### src/rtl/core/s2cd_pkg.sv
// ----------------------------------------------------------------------------
// Seconds to calendar date package
// Shared constants, types and calendar functions for the converter.
// ----------------------------------------------------------------------------
package s2cd_pkg;

	localparam int YEAR_SPAN = 100;
	localparam int YEAR_W    = 7;
	localparam int REM_W     = 32;
	localparam int DIV_W     = 25;
	localparam int STEP_W    = 1;
	localparam int DOY_W     = 9;

	localparam logic [DIV_W-1:0] SECS_PER_YEAR = 25'd31536000;
	localparam logic [DIV_W-1:0] SECS_PER_LEAP = 25'd31622400;
	localparam logic [16:0]      SECS_PER_DAY  = 17'd86400;
	localparam logic [16:0]      SECS_PER_HOUR = 17'd3600;
	localparam logic [16:0]      SECS_PER_MIN  = 17'd60;

	localparam logic [18:0]      DAY_RECIP  = 19'd397683;
	localparam logic [17:0]      HOUR_RECIP = 18'd149131;
	localparam logic [12:0]      MIN_RECIP  = 13'd4370;

	localparam logic [STEP_W-1:0] DIV_FIRST = STEP_W'(1);

	localparam logic [YEAR_W-1:0] YEAR_LAST = YEAR_W'(YEAR_SPAN - 1);

	typedef enum logic [1:0] {
		DIV_DAY  = 2'd0,
		DIV_HOUR = 2'd1,
		DIV_MIN  = 2'd2
	} div_sel_t;

	typedef enum logic [2:0] {
		ST_IDLE = 3'd0,
		ST_YEAR = 3'd1,
		ST_DAY  = 3'd2,
		ST_HOUR = 3'd3,
		ST_MIN  = 3'd4,
		ST_DONE = 3'd5
	} state_t;

	typedef struct packed {
		logic     load;
		logic     year_step;
		logic     div_load;
		logic     div_step;
		div_sel_t step_sel;
		logic     result_load;
	} cmd_t;

	typedef struct packed {
		logic year_hit;
		logic year_last;
		logic div_last;
	} status_t;

	// Within 2000..2099 the only century year is 2000, which is a leap year.
	function automatic logic year_leap(input logic [YEAR_W-1:0] yoff);
		return (yoff[1:0] == 2'd0);
	endfunction

	// The day divisor is 128 times 675, so the count is shifted first.
	function automatic logic [DOY_W-1:0] div_quotient(input div_sel_t sel,
		input logic [DIV_W-1:0] x);
		logic [39:0]      prod;
		logic [DOY_W-1:0] quo;
		case (sel)
			DIV_DAY: begin
				prod = 40'(x[DIV_W-1:7]) * 40'(DAY_RECIP);
				quo  = prod[36:28];
			end
			DIV_HOUR: begin
				prod = 40'(x[16:0]) * 40'(HOUR_RECIP);
				quo  = prod[37:29];
			end
			DIV_MIN: begin
				prod = 40'(x[11:0]) * 40'(MIN_RECIP);
				quo  = prod[26:18];
			end
			default: begin
				prod = '0;
				quo  = '0;
			end
		endcase
		return quo;
	endfunction

	function automatic logic [REM_W-1:0] div_product(input div_sel_t sel,
		input logic [DOY_W-1:0] q);
		logic [16:0] d;
		case (sel)
			DIV_DAY:  d = SECS_PER_DAY;
			DIV_HOUR: d = SECS_PER_HOUR;
			DIV_MIN:  d = SECS_PER_MIN;
			default:  d = '0;
		endcase
		return REM_W'(q) * REM_W'(d);
	endfunction

	function automatic logic [DOY_W-1:0] month_start(input logic [3:0] m);
		case (m)
			4'd1:    return DOY_W'(0);
			4'd2:    return DOY_W'(31);
			4'd3:    return DOY_W'(59);
			4'd4:    return DOY_W'(90);
			4'd5:    return DOY_W'(120);
			4'd6:    return DOY_W'(151);
			4'd7:    return DOY_W'(181);
			4'd8:    return DOY_W'(212);
			4'd9:    return DOY_W'(243);
			4'd10:   return DOY_W'(273);
			4'd11:   return DOY_W'(304);
			4'd12:   return DOY_W'(334);
			default: return DOY_W'(0);
		endcase
	endfunction

endpackage

### src/rtl/core/s2cd_datapath.sv
// ----------------------------------------------------------------------------
// Seconds to calendar date datapath
// Year walk by subtraction, shared reciprocal dividers and the result register.
// ----------------------------------------------------------------------------
module s2cd_datapath import s2cd_pkg::*; (
	input  logic                clk,
	input  cmd_t                cmd,
	input  logic [REM_W-1:0]    seconds_count,
	output status_t             status,
	output logic [YEAR_W-1:0]   year_offset,
	output logic [3:0]          month_number,
	output logic [4:0]          day_of_month,
	output logic [4:0]          hour_of_day,
	output logic [5:0]          minute_of_hour,
	output logic [5:0]          second_of_minute,
	output logic                out_of_range
);

	logic [REM_W-1:0]  rem_q;
	logic [YEAR_W-1:0] year_q;
	logic              oor_q;
	logic [STEP_W-1:0] k_q;
	logic [DOY_W-1:0]  quo_q;
	logic [DOY_W-1:0]  day_q;
	logic [4:0]        hour_q;
	logic [5:0]        min_q;

	logic [DIV_W-1:0]  year_len;
	logic [DOY_W-1:0]  quo_c;
	logic              leap;
	logic [DOY_W-1:0]  doy;
	logic [3:0]        month_c;
	logic [DOY_W-1:0]  day_c;

	assign year_len = year_leap(year_q) ? SECS_PER_LEAP : SECS_PER_YEAR;

	assign status.year_hit  = (rem_q < REM_W'(year_len));
	assign status.year_last = (year_q == YEAR_LAST);
	assign status.div_last  = (k_q == '0);

	assign quo_c = div_quotient(cmd.step_sel, rem_q[DIV_W-1:0]);

	always_comb begin
		leap    = year_leap(year_q);
		doy     = day_q + DOY_W'(1);
		month_c = 4'd1;
		for (int i = 2; i <= 12; i++) begin
			if (doy > month_start(4'(i)) + DOY_W'((i > 2) && leap)) begin
				month_c = 4'(i);
			end
		end
		day_c = doy - month_start(month_c) - DOY_W'((month_c > 4'd2) && leap);
	end

	always_ff @(posedge clk) begin
		if (cmd.load) begin
			rem_q  <= seconds_count;
			year_q <= '0;
			oor_q  <= 1'b0;
		end
		if (cmd.year_step && !status.year_hit) begin
			if (status.year_last) begin
				oor_q <= 1'b1;
			end else begin
				rem_q  <= rem_q - REM_W'(year_len);
				year_q <= year_q + YEAR_W'(1);
			end
		end
		if (cmd.div_step) begin
			k_q <= k_q - STEP_W'(1);
			if (status.div_last) begin
				rem_q <= rem_q - div_product(cmd.step_sel, quo_q);
				case (cmd.step_sel)
					DIV_DAY:  day_q  <= quo_q;
					DIV_HOUR: hour_q <= quo_q[4:0];
					DIV_MIN:  min_q  <= quo_q[5:0];
					default:  day_q  <= quo_q;
				endcase
			end else begin
				quo_q <= quo_c;
			end
		end
		if (cmd.div_load) begin
			k_q <= DIV_FIRST;
		end
		if (cmd.result_load) begin
			if (oor_q) begin
				year_offset      <= '0;
				month_number     <= 4'd1;
				day_of_month     <= 5'd1;
				hour_of_day      <= '0;
				minute_of_hour   <= '0;
				second_of_minute <= '0;
				out_of_range     <= 1'b1;
			end else begin
				year_offset      <= year_q;
				month_number     <= month_c;
				day_of_month     <= day_c[4:0];
				hour_of_day      <= hour_q;
				minute_of_hour   <= min_q;
				second_of_minute <= rem_q[5:0];
				out_of_range     <= 1'b0;
			end
		end
	end

endmodule

### src/rtl/core/s2cd_ctrl.sv
// ----------------------------------------------------------------------------
// Seconds to calendar date controller
// Sequences the year walk and the three divisions and owns the output beat.
// ----------------------------------------------------------------------------
module s2cd_ctrl import s2cd_pkg::*; (
	input  logic    clk,
	input  logic    arst_n,
	input  logic    in_valid,
	output logic    in_stall,
	output logic    out_valid,
	input  logic    out_stall,
	input  status_t status,
	output cmd_t    cmd
);

	state_t state_q;
	state_t state_d;
	logic   out_valid_q;
	logic   out_free;

	assign out_free  = !out_valid_q || !out_stall;
	assign in_stall  = (state_q != ST_IDLE);
	assign out_valid = out_valid_q;

	always_comb begin
		state_d = state_q;
		case (state_q)
			ST_IDLE: begin
				if (in_valid) state_d = ST_YEAR;
			end
			ST_YEAR: begin
				if (status.year_hit) state_d = ST_DAY;
				else if (status.year_last) state_d = ST_DONE;
			end
			ST_DAY: begin
				if (status.div_last) state_d = ST_HOUR;
			end
			ST_HOUR: begin
				if (status.div_last) state_d = ST_MIN;
			end
			ST_MIN: begin
				if (status.div_last) state_d = ST_DONE;
			end
			ST_DONE: begin
				if (out_free) state_d = ST_IDLE;
			end
			default: state_d = ST_IDLE;
		endcase
	end

	always_comb begin
		cmd = '{load: 1'b0, year_step: 1'b0, div_load: 1'b0,
			div_step: 1'b0, step_sel: DIV_DAY, result_load: 1'b0};
		case (state_q)
			ST_IDLE: begin
				cmd.load = in_valid;
			end
			ST_YEAR: begin
				cmd.year_step = 1'b1;
				cmd.div_load  = status.year_hit;
			end
			ST_DAY: begin
				cmd.div_step = 1'b1;
				cmd.step_sel = DIV_DAY;
				cmd.div_load = status.div_last;
			end
			ST_HOUR: begin
				cmd.div_step = 1'b1;
				cmd.step_sel = DIV_HOUR;
				cmd.div_load = status.div_last;
			end
			ST_MIN: begin
				cmd.div_step = 1'b1;
				cmd.step_sel = DIV_MIN;
			end
			ST_DONE: begin
				cmd.result_load = out_free;
			end
			default: begin
				cmd.load = 1'b0;
			end
		endcase
	end

	always_ff @(posedge clk or negedge arst_n) begin
		if (!arst_n) begin
			state_q     <= ST_IDLE;
			out_valid_q <= 1'b0;
		end else begin
			state_q <= state_d;
			if (cmd.result_load) out_valid_q <= 1'b1;
			else if (!out_stall) out_valid_q <= 1'b0;
		end
	end

	a_accept_starts: assert property (@(posedge clk) disable iff (!arst_n)
		(in_valid && !in_stall) |=> (state_q == ST_YEAR))
		else $error("accepted beat did not start the year walk");

	a_done_waits: assert property (@(posedge clk) disable iff (!arst_n)
		(state_q == ST_DONE && out_valid_q && out_stall) |=> (state_q == ST_DONE))
		else $error("result overwrote a stalled output beat");

	a_single_cmd: assert property (@(posedge clk) disable iff (!arst_n)
		$onehot0({cmd.load, cmd.year_step, cmd.div_step, cmd.result_load}))
		else $error("conflicting datapath commands");

endmodule

### src/rtl/core/seconds_to_calendar_date.sv
// ----------------------------------------------------------------------------
// Seconds to calendar date converter
// Turns seconds since 2000-01-01 00:00:00 into year offset, date and time.
// ----------------------------------------------------------------------------
//  beat    | handshake          | payload
//  input   | in_valid, in_stall | seconds_count
//  output  | out_valid,out_stall| year_offset .. second_of_minute, out_of_range
//
// A conversion walks over the years from the accepting edge, one subtraction per
// cycle, and goes straight to the result beat for a count beyond the span.
// Otherwise each of the three divisions then takes a quotient step and a
// remainder step, and the result is registered last.
// A new beat is taken as soon as the previous result is registered, even
// while it is still stalled at the output. Reset clears the controller only.
module seconds_to_calendar_date import s2cd_pkg::*; (
	input  logic              clk,
	input  logic              arst_n,
	input  logic              in_valid,
	output logic              in_stall,
	input  logic [REM_W-1:0]  seconds_count,
	output logic              out_valid,
	input  logic              out_stall,
	output logic [YEAR_W-1:0] year_offset,
	output logic [3:0]        month_number,
	output logic [4:0]        day_of_month,
	output logic [4:0]        hour_of_day,
	output logic [5:0]        minute_of_hour,
	output logic [5:0]        second_of_minute,
	output logic              out_of_range
);

	cmd_t    cmd;
	status_t status;

	s2cd_ctrl u_ctrl (
		.clk       (clk),
		.arst_n    (arst_n),
		.in_valid  (in_valid),
		.in_stall  (in_stall),
		.out_valid (out_valid),
		.out_stall (out_stall),
		.status    (status),
		.cmd       (cmd)
	);

	s2cd_datapath u_datapath (
		.clk              (clk),
		.cmd              (cmd),
		.seconds_count    (seconds_count),
		.status           (status),
		.year_offset      (year_offset),
		.month_number     (month_number),
		.day_of_month     (day_of_month),
		.hour_of_day      (hour_of_day),
		.minute_of_hour   (minute_of_hour),
		.second_of_minute (second_of_minute),
		.out_of_range     (out_of_range)
	);

	a_year_bound: assert property (@(posedge clk) disable iff (!arst_n)
		out_valid |-> (year_offset <= YEAR_LAST))
		else $error("year offset beyond covered span");

	a_oor_default: assert property (@(posedge clk) disable iff (!arst_n)
		(out_valid && out_of_range) |-> (year_offset == '0 && month_number == 4'd1 &&
		day_of_month == 5'd1 && hour_of_day == '0))
		else $error("out of range beat without default date");

	a_date_sane: assert property (@(posedge clk) disable iff (!arst_n)
		(out_valid && !out_of_range) |-> (month_number >= 4'd1 && month_number <= 4'd12
		&& day_of_month >= 5'd1 && hour_of_day <= 5'd23 && minute_of_hour <= 6'd59))
		else $error("calendar fields out of range");

endmodule

### config.mk
export PLATFORM = sky130hd
export DESIGN_NAME = seconds_to_calendar_date
export DESIGN_NICKNAME = d
export VERILOG_FILES = /design/src/rtl/core/s2cd_pkg.sv /design/src/rtl/core/s2cd_datapath.sv /design/src/rtl/core/s2cd_ctrl.sv /design/src/rtl/core/seconds_to_calendar_date.sv
export SDC_FILE = /design/constraint.sdc
export NUM_CORES = 1
export LEC_CHECK = 0
export ABC_AREA = 1
export BUFFER_PORTS_ARGS = -buffer_cell sky130_fd_sc_hd__buf_2
export CORE_MARGIN = 4
export CORE_UTILIZATION = 50
export DETAILED_ROUTE_END_ITERATION = 8
export PLACE_DENSITY = 0.67
export SYNTH_ARGS = -nofsm -noshare
export SYNTH_HDL_FRONTEND = slang
export SYNTH_SLANG_ARGS = --single-unit
### constraint.sdc
create_clock -name clk -period 5.8 [get_ports clk]
set_clock_uncertainty 0.05 [all_clocks]
set_input_delay 0.87 -clock clk [delete_from_list [all_inputs] [get_ports clk]]
set_output_delay 0.87 -clock clk [all_outputs]
set_load 0.02 [all_outputs]
==> metrics.txt <==
outcome=finished clean; initial antenna violation count=2; layout cells sized above 1=15.39%; total number of vias=around 19000; Congestion Overflow GR=0; Setup crit start kind=flip-flop; width of the chip=between 200 and 250 um; Synthesized Nets=3411; H-tree depth=3; Area contributors post-synth=ha_1 26%, fa_1 23%, inv_1 10%, edfxtp_1 8.8%, nand2_1 6.5%; TNS Setup=0 ns; CTS root buffer=clkbuf_16; Synth Cell Area=approximately 0.022 mm2; Max clock buf depth=2; slew of the pin with the lowest slew margin=slightly above 1 ns; Mapped Avg Cell Area=8.241 um2; Fmax achieved=around 180 MHz; Async SR Flop Fraction=3.704%; Worst setup EP type=flip-flop; Mapped Cells=2660; Synth Warn #=0; core area=about 0.043 mm2; Critical Path Slowest Stage Cell=fa_2; RD Place Congestion=1.008; Tot GR Track Use=about a quarter; final setup vio count=0; Synth Register Bits=108; hold crit path type=in -> async; ant diodes=0; Cell variety after synth=58; RSZ-0062 raised after global routing=yes; Crit path arrival time=between 5 and 6 ns; port bufs=between 70 and 80; Clock Pin Slew Worst Setup and Hold Paths=0.09 ns; TritonCTS Buffers=9; biggest cell delay along the critical path=~0.6 ns; MaxCap Viol Count=0; Layout area overhead=15.53%; I/O pin count=around 70; critical path data required time=around 6.0 ns; Rel. slew slack=32.65%; Clock Sinks=about 110; die area=roughly 0.047 mm2; vias in the first global route=roughly 19000; CTS tree=yes; DR iter-0 viols=~1300; WL/cell=about 18 um; Remaining DRCs=0; Final min period=around 5.7 ns; post-DR vias/cell=approximately 5.4; main flop type after synthesis=edfxtp_1; Starting Density=around half; DRT Wirelength=between 60 and 70 mm; DPL Wire Length=roughly 54 mm; Yosys top cell by area=ha_1; post-route ant nets=0; Nets=3657; Max FO, Critical Path=6; Hold Buf Count CTS=0; chip height=217.4 um; Post-synth EDFFs=64; Clock Latency Late Sink=0.37 ns; largest net degree at the start of global routing=47; final hold vios=0; post-synth top area share=between 20% and 30%; global-route wire length before repair=98.10 mm; Slew Limit Fails=0; critical path type=reg -> reg; Pre-Repair DR Iteration Count=8; final hold slack=0.2768 ns; # rows=76; Tcrit/Tclk final=around 100%; sequential fraction of the synthesis area=roughly 13%
[metrics by stage]
stage / cell area, um2 / cells / worst slack, ns / utilization (%)
global route: 25320 / 3496 / -0.1008 / 58.66
floorplan: 21960 / 2660 / 0.01004 / -
CTS: 24750 / 3485 / 0.006994 / 57.32
global placement: 24230 / 3464 / -0.1590 / 56.14
detailed placement: 24230 / 3464 / -0.2998 / 56.14
finish: 25320 / 3496 / 0.1175 / 58.66
[final cells by class]
class	instances	area (um2)
clock inverters	7	73.82
well taps	585	732.0
clock buffers	9	225.2
repair buffers	261	1863
inverters	612	2315
flip-flops and latches	108	2829
multi-input cells	1914	17290
fillers	3923	17850
[worst max-delay path, delay by kind of cell (launching register included)]
kind	cells	cell delay (ns)
AOI/OAI and AO/OA	2	0.23
adders and majority gates	6	2.92
and+or+nand+nor	13	1.14
buffers and inverters	9	0.76
DFF	1	0.46
[synthesized netlist by cell type, drive strengths merged (2+ instances only)]
| master | number |
|---|---|
| xor2 | 26 |
| o21bai | 10 |
| edfxtp | 64 |
| o21a | 6 |
| o31ai | 7 |
| clkbuf | 17 |
| a31oi | 14 |
| nand2 | 384 |
| dfrtp | 4 |
| inv | 610 |
| buf | 9 |
| o211ai | 17 |
| nand4 | 27 |
| o22ai | 6 |
| o21ai | 140 |
| a21boi | 2 |
| o221ai | 3 |
| a21o | 8 |
| nand3 | 91 |
| clkinv | 2 |
| nand3b | 7 |
| nor2 | 203 |
| ha | 462 |
| a221oi | 3 |
| xnor2 | 10 |
| or2 | 18 |
| a21oi | 162 |
| nor3 | 22 |
| dfxtp | 40 |
| nor4 | 16 |
| a211oi | 8 |
| fa | 253 |
[per-layer routing]
metal / vias to the layer above / GRT usage [%] / share of wire, % / routed length (um)
met5: - / 0 / 0.021 / 13
met4: 2 / 6.508 / 2.8 / 1753
met3: 106 / 4.091 / 6.0 / 3797
met2: 611 / 45.00 / 48 / 30070
met1: 9155 / 34.82 / 43 / 27130
li1: 9092 / - / - / -
[cells in the final DEF, fill, tap and decap left out, types with 8 or more instances in the layout]
cell type	instances
nor2_2	13
nand2_1	360
a31oi_1	11
edfxtp_1	64
nand3_1	81
nor2_1	176
or2_2	18
o211ai_1	15
ha_4	11
xnor2_1	10
clkbuf_16	9
buf_2	71
dfxtp_1	37
nor3_1	21
buf_4	175
nand2_2	20
a21oi_2	12
o21ai_1	19
inv_1	582
ha_1	450
fa_1	248
a211oi_1	8
nand4_1	27
xor2_1	25
nand3_2	8
buf_6	11
nor2_4	14
a21oi_1	144
o21ai_0	115
inv_2	25
nor4_1	13
[final timing paths]
kind | startpoint | end | slack (ns) | cells after the start
setup / recovery | u_ctrl.state_q[2] | u_datapath.rem_q[30] | 0.12 | 30
hold / removal | arst_n | u_ctrl.state_q[1] | 0.28 | 1
setup reg to reg | u_ctrl.state_q[2] | u_datapath.rem_q[30] | 0.12 | 30
hold reg to reg | u_datapath.year_q[4] | u_datapath.year_q[4] | 0.45 | 2
max in group asynchronous | arst_n | u_ctrl.out_valid | 5.27 | 1
min in group clk | u_datapath.year_q[4] | u_datapath.year_q[4] | 0.45 | 2
[cell families after synthesis]
| group | share of synthesized area (%) |
|---|---|
| AOI/OAI and AO/OA | 10.00 |
| xor gates and xnor gates | 1.473 |
| adders and majority gates | 49.48 |
| buffers and inverters | 11.15 |
| DFF | 12.88 |
| muxes | 0.04567 |
| other | 0.01711 |
| and+or+nand+nor | 14.96 |
[what timing repair did]
| item | CTS | global route |
|---|---|---|
| setup endpoints to repair | 11 | 25 |
| pin swaps | 17 | 74 |
| buffers inserted | 5 | 11 |
| gates resized for setup | 43 | 135 |
[flip-flops by register name, summed over array words and instances (netlist names), 4 cells and up, named ones only]
register / cells
u_datapath.day_q: 9
u_datapath.rem_q: 31
u_datapath.year_q: 7
u_datapath.day_of_month: 5
u_datapath.hour_of_day: 5
u_datapath.month_number: 4
u_datapath.year_offset: 7
u_datapath.minute_of_hour: 6
u_datapath.min_q: 6
u_datapath.hour_q: 5
u_datapath.quo_q: 9
u_datapath.second_of_minute: 6
Power is not shown: default switching activity piles up to over one toggle a cycle in this logic, so the estimate is an artifact.
